$ cat config.mk
export PLATFORM = sky130hd
export DESIGN_NAME = spq_cell
export DESIGN_NICKNAME = d
export VERILOG_FILES = /design/src/hdl/spq_pkg.sv /design/src/hdl/spq_cell.sv
export SDC_FILE = /design/constraint.sdc
export NUM_CORES = 1
export LEC_CHECK = 0
export BUFFER_PORTS_ARGS = -buffer_cell sky130_fd_sc_hd__buf_2
export CELL_PAD_IN_SITES_DETAIL_PLACEMENT = 1
export CELL_PAD_IN_SITES_GLOBAL_PLACEMENT = 1
export CORE_AREA = 2 2 119 121
export CTS_BUF_LIST = sky130_fd_sc_hd__clkbuf_4 sky130_fd_sc_hd__clkbuf_8
export DETAILED_ROUTE_END_ITERATION = 16
export DIE_AREA = 0 0 121 123
export GPL_TIMING_DRIVEN = 1
export PLACE_DENSITY = 0.9
export SKIP_CTS_REPAIR_TIMING = 1
export SYNTH_ARGS = -nofsm -noshare
export SYNTH_HDL_FRONTEND = slang
export SYNTH_SLANG_ARGS = --single-unit
$ cat constraint.sdc
create_clock -name clk -period 4.3 [get_ports clk]
set_input_delay 0.86 -clock clk [delete_from_list [all_inputs] [get_ports clk]]
set_output_delay 0.86 -clock clk [all_outputs]
set_load 0.02 [all_outputs]
$ cat src/hdl/spq_pkg.sv
// shared types and constants for the stable priority queue
package spq_pkg;

  localparam int CAPACITY_DEF = 64;
  localparam int MAX_RESULTS  = 64;
  localparam int POS_W        = 6;

  typedef struct packed {
    logic [3:0]  prio;
    logic [15:0] reg_number;
    logic [7:0]  age;
    logic [31:0] phone;
  } rec_t;

  typedef enum logic [1:0] {
    ST_INSERTED   = 2'd0,
    ST_FULL       = 2'd1,
    ST_LIST_ENTRY = 2'd2,
    ST_LIST_EMPTY = 2'd3
  } status_t;

  typedef enum logic [1:0] {
    S_IDLE,
    S_INS_POS,
    S_LIST
  } state_t;

  // control broadcast to every cell of the chain
  typedef struct packed {
    logic ins;
    logic rot;
    rec_t new_rec;
  } ctrl_t;

  typedef struct packed {
    status_t          status;
    logic [POS_W-1:0] position;
    rec_t             rec;
    logic             last;
  } rsp_t;

endpackage

$ cat src/hdl/spq_cell.sv
// one slot of the sorted chain: holds a record and shifts or rotates with its neighbors
module spq_cell
  import spq_pkg::*;
(
  input  logic  clk,
  input  logic  rst,
  input  ctrl_t ctrl,
  input  logic  prev_take,
  input  logic  prev_valid,
  input  rec_t  prev_rec,
  input  logic  next_valid,
  input  rec_t  next_rec,
  input  rec_t  head_rec,
  output logic  valid,
  output rec_t  rec,
  output logic  take,
  output logic  boundary
);

  // new record goes at or before this slot
  assign take     = !valid || (rec.prio > ctrl.new_rec.prio);
  assign boundary = take && !prev_take;

  always_ff @(posedge clk) begin
    if (rst) begin
      valid <= 1'b0;
    end else if (ctrl.ins && take) begin
      valid <= prev_take ? prev_valid : 1'b1;
    end
  end

  always_ff @(posedge clk) begin
    if (ctrl.ins && take) begin
      rec <= prev_take ? prev_rec : ctrl.new_rec;
    end else if (ctrl.rot && valid) begin
      // rotate toward the head, the last held slot wraps around to the head record
      rec <= next_valid ? next_rec : head_rec;
    end
  end

endmodule
Word-level counts from Yosys, hierarchy flattened
Index checks and enable logic that the tools add are counted.

storage, ports and cells
  bits in registers = 61
  word-level logic and storage cells = 18

operators by class
  order comparisons = 1
  multiplexer cells = 5
  reduce and logical (&&, ||, !) cells = 7

operators with widths
  kind                           number
  2-to-1 mux 60 bit              4
  greater-than comparator 4 bit  1
  logical AND 1 bit              3
  logical NOT 1 bit              2
  nonzero test 2 bit             1
  logical OR 1 bit               1
  2-to-1 mux 1 bit               1

Depth between registers and ports, before layout
  word-level depth = 4
  mapped depth = 8
  gate-level depth less buffers = 6

Worst setup path before layout
Ideal clock, no wire load.

  path type = input -> register
  from = input ctrl[57] in the netlist's numbering
  to = register rec[0] in the netlist's numbering, enable pin
  data arrival time = 3129 ps
  required time = 3637 ps
  slack = 509 ps
  cell stages on the path = 8
  path buffers = 2
  cells stage by stage = inv_1 ha_1 nor2b_4 o211a_1 o311ai_2 buf_6 buf_12 nand2_1

between the ends
  longest elaborated chain between the ends = 4

ends and longest elaborated chain
  what                                 line            text
  start, declared                      spq_cell.sv:7   input ctrl_t ctrl,
  greater-than comparator 4 bit        spq_cell.sv:21  assign take = !valid || (rec.prio > ctrl.new_rec.prio);
  logical OR 1 bit                     spq_cell.sv:21
  logical AND 1 bit                    spq_cell.sv:33  if (ctrl.ins && take) begin
  nonzero test 2 bit (no source line)  n/a
  end signal, assigned                 spq_cell.sv:34  rec <= prev_take ? prev_rec : ctrl.new_rec;
  end signal, assigned                 spq_cell.sv:37  rec <= next_valid ? next_rec : head_rec;
  end, declared                        spq_cell.sv:15  output rec_t rec,

Every way passes these cells.
A chain may end at the register's enable or synchronous reset.

Final worst setup path
  from = input ctrl[57] in the netlist's numbering
  to = register rec[16] in the netlist's numbering, data pin

between the ends
  longest elaborated chain between the ends = 4

ends and longest elaborated chain
  what                           line
  greater-than comparator 4 bit  spq_cell.sv:21
  logical OR 1 bit               spq_cell.sv:21
  logical AND 1 bit              spq_cell.sv:33
  2-to-1 mux 60 bit              spq_cell.sv:33

Every way passes these cells.

==> reports/metrics.yaml <==
synth:
  synthesis.instances: 286
  yosysWarningCount: 0
  count_of_different_cell_masters_after_synthesis: 19
  ys_seq_elements: 61
  ys_seq_area_share_pct: 45.7
  postSynthAreaPerCell_um2: 13.9
  syn_nets: 537
  synth.cell_area_um2: 3990
cells_and_area:
  drive_above_1_share_pct: 55.7
  design.final.nets: 838
  layout.cells.most_common: "sky130_fd_sc_hd__buf_2"
  layout.cell_area.non_filler_um2: 5830
  flow.area_growth_from_synthesis_pct: 46.2
  fin_util_pct: 42.8
  num-fill-cells: 1569
  most-common-layout-cells: "sky130_fd_sc_hd__buf_2 (307), sky130_fd_sc_hd__mux2i_1 (180), sky130_fd_sc_hd__edfxtp_1 (60)"
route:
  first_pass_iters: 4
  finalWirelength_um: 13400
  post-route-drc-count: 0
  wire_per_inst_um: 17.3
  routed-via-count: 3592
  detailedRoute.firstIterationViolations: 132
  ant_nets: 0
  vias_per_cell: 4.64
cts:
  htreeDepth: 3
  clk_path_buf_depth: 2
  cts_tree: "done"
  numCtsBuffers: 9
  clk_transition_reported_paths_ns: 0.07
  clock-sinks: 61
  ctsRootBufferMaster: "sky130_fd_sc_hd__clkbuf_8"
  clock_latency_ns: 0.34
setup_path:
  worst_r2r_path_depth: 6
  timing.critical_path.depth: 8
  regToRegStartpoint: "rec[57]"
  criticalPathCategory: "input pin to flip-flop"
  crit_required_ns: 4.33
  cp_top_family: "buffers and inverters"
  reg2reg_setup_slack_ns: 1.50
  critPathMaxFanout: 61
  cp_cell_sequence: "buf_2 > inv_1 > ha_1 > nor2b_4 > o211a_1 > o311ai_4 > buf_4 > mux2i_1"
  worst_path_buf_inv: 3
  cp-endpoint: "rec[16]"
  cp_data_arrival_time_ns: 3.11
  worst_setup_path_start_kind: "input pin"
  critical_path.endpoint_type: "flip-flop"
  crit_path_max_incr_delay_ns: 0.86
  crit_slowest_cell: "sky130_fd_sc_hd__buf_4"
  regToRegEndpoint: "rec[16]"
  critPathLaunch: "ctrl[57]"
grt:
  met3_grt_util_pct: 5.44
  grt.met2_usage_pct: 32.7
  gr-max-usage-layer: "met2"
  grt-ovfl-total: 0
  met1_usage_pct: 17.7
  grt_pass1_wl_um: 19600
  antenna_found_initial: 3
  maximum_number_of_pins_on_one_net_before_global_route_repair: 62
  first_global_vias: 3894
  global_route.usage.total_pct: 17.2
sta:
  hold_violations: 0
  max_clock_freq_mhz: 324
  tightestPinTransition_ns: 1.04
  rsz0062_at_grt: "false"
  post-route-period-util_pct: 71.7
  drv_slew: 0
  slew_headroom_pct: 30.9
  setup-tns-final_ns: 0
  setup_viol: 0
  timing.final.crit_period_ns: 3.08
  worst_clock_skew_on_the_final_layout_ns: 0.0135
job:
  cap_viol_max_count: 0
floorplan:
  die-width_um: 121
  io_pins: 310
  floorplan.die_area_um2: 14900
  die_h_um: 123
  floorplan.core_area_um2: 13600
  placementRows: 43
  initial_core_util_pct: 29.3
placed_design:
  gp_congestion: 0.863
  placed_cell_area_um2: 5610
  buffer_ports.inserted: 309
  post-dp-hpwl_um: 10700
pwr:
  power.ir.vdd_worst_mv: 0.162
  power.leakage_uw: 0.00315
  power-per-cell-area_nw_per_um2: 328
status:
  outcome: "complete, no violations"
hold_path:
  hold_path_class: "flip-flop to flip-flop"
power by group:
part | switching, uW | internal, uW
Sequential | 22.8 | 760
Combinational | 317 | 246
Clock | 227 | 336
Total | 567 | 1340
registers in the layout, indices dropped and copies added (netlist names):
register  flops
valid         1
rec          60
worst min path at each step:
stage,from,endpoint,slack (ns),cells past startpoint
after global placement,valid,valid,0.65,3
after floorplan,valid,valid,0.70,3
after CTS,valid,valid,0.68,3
final,valid,valid,0.68,3
after global routing,valid,valid,0.72,3
after detailed placement,valid,valid,0.66,3
worst min-delay path, delay by kind of cell, from the launching register on:
kind               cells  cell delay, ns
DFF                    1            0.37
and+or+nand+nor        2            0.17
AOI/OAI and AO/OA      1            0.10
metal layers:
layer  wire, um  share of wire (%)
met4        265                2.0
met1       4870                 36
met2       7050                 53
met5         13              0.097
met3       1180                8.8
per-stage QoR:
step | hold slack [ns] | power, uW | instances | setup slack, ns
floorplan | 0.704 | 1140 | 286 | 0.509
global placement | 0.652 | 1340 | 756 | 0.970
detailed placement | 0.657 | 1370 | 756 | 0.831
CTS | 0.675 | 1940 | 772 | 1.20
global route | 0.715 | 2000 | 773 | 1.10
finish | 0.676 | 1910 | 774 | 1.22
Yosys cell counts (all sizes together):
master,instances,share of area (%)
mux2i,180,45
edfxtp,60,45
clkbuf,11,1.0
buf,10,3.7
inv,6,0.56
ha,4,1.3
nand2,4,0.38
nor2,2,0.19
a21o,1,0.19
a21oi,1,0.13
and4,1,0.25
dfxtp,1,0.50
nor2b,1,0.35
o211a,1,0.25
o21bai,1,0.19
o311ai,1,0.41
o31a,1,0.25
final cells by class:
| class | count | area, um^2 | share of cell area, % |
|---|---|---|---|
| Inverter | 6 | 22.5 | 0.387 |
| Clock buffer | 11 | 139 | 2.38 |
| Tap cell | 180 | 225 | 3.87 |
| Clock inverter | 5 | 75.1 | 1.29 |
| Antenna cell | 2 | 5.00 | 0.0859 |
| Multi-Input combinational cell | 198 | 1970 | 33.8 |
| Sequential cell | 61 | 1820 | 31.3 |
| Timing Repair Buffer | 311 | 1570 | 26.9 |
cell families (layout without fill, tap and decap cells):
logic type | Yosys count | count (layout) | synth area share (%)
AO/OA/AOI/OAI | 6 | 6 | 1.41
adder cells (fa/ha/maj) | 4 | 4 | 1.26
flip-flops | 61 | 61 | 45.7
multiplexers | 180 | 180 | 45.2
buffers and inverters | 27 | 333 | 5.27
other | 0 | 2 | 0
AND/OR/NAND/NOR | 8 | 8 | 1.16
No activity file was read; power rests on OpenSTA's default activity.
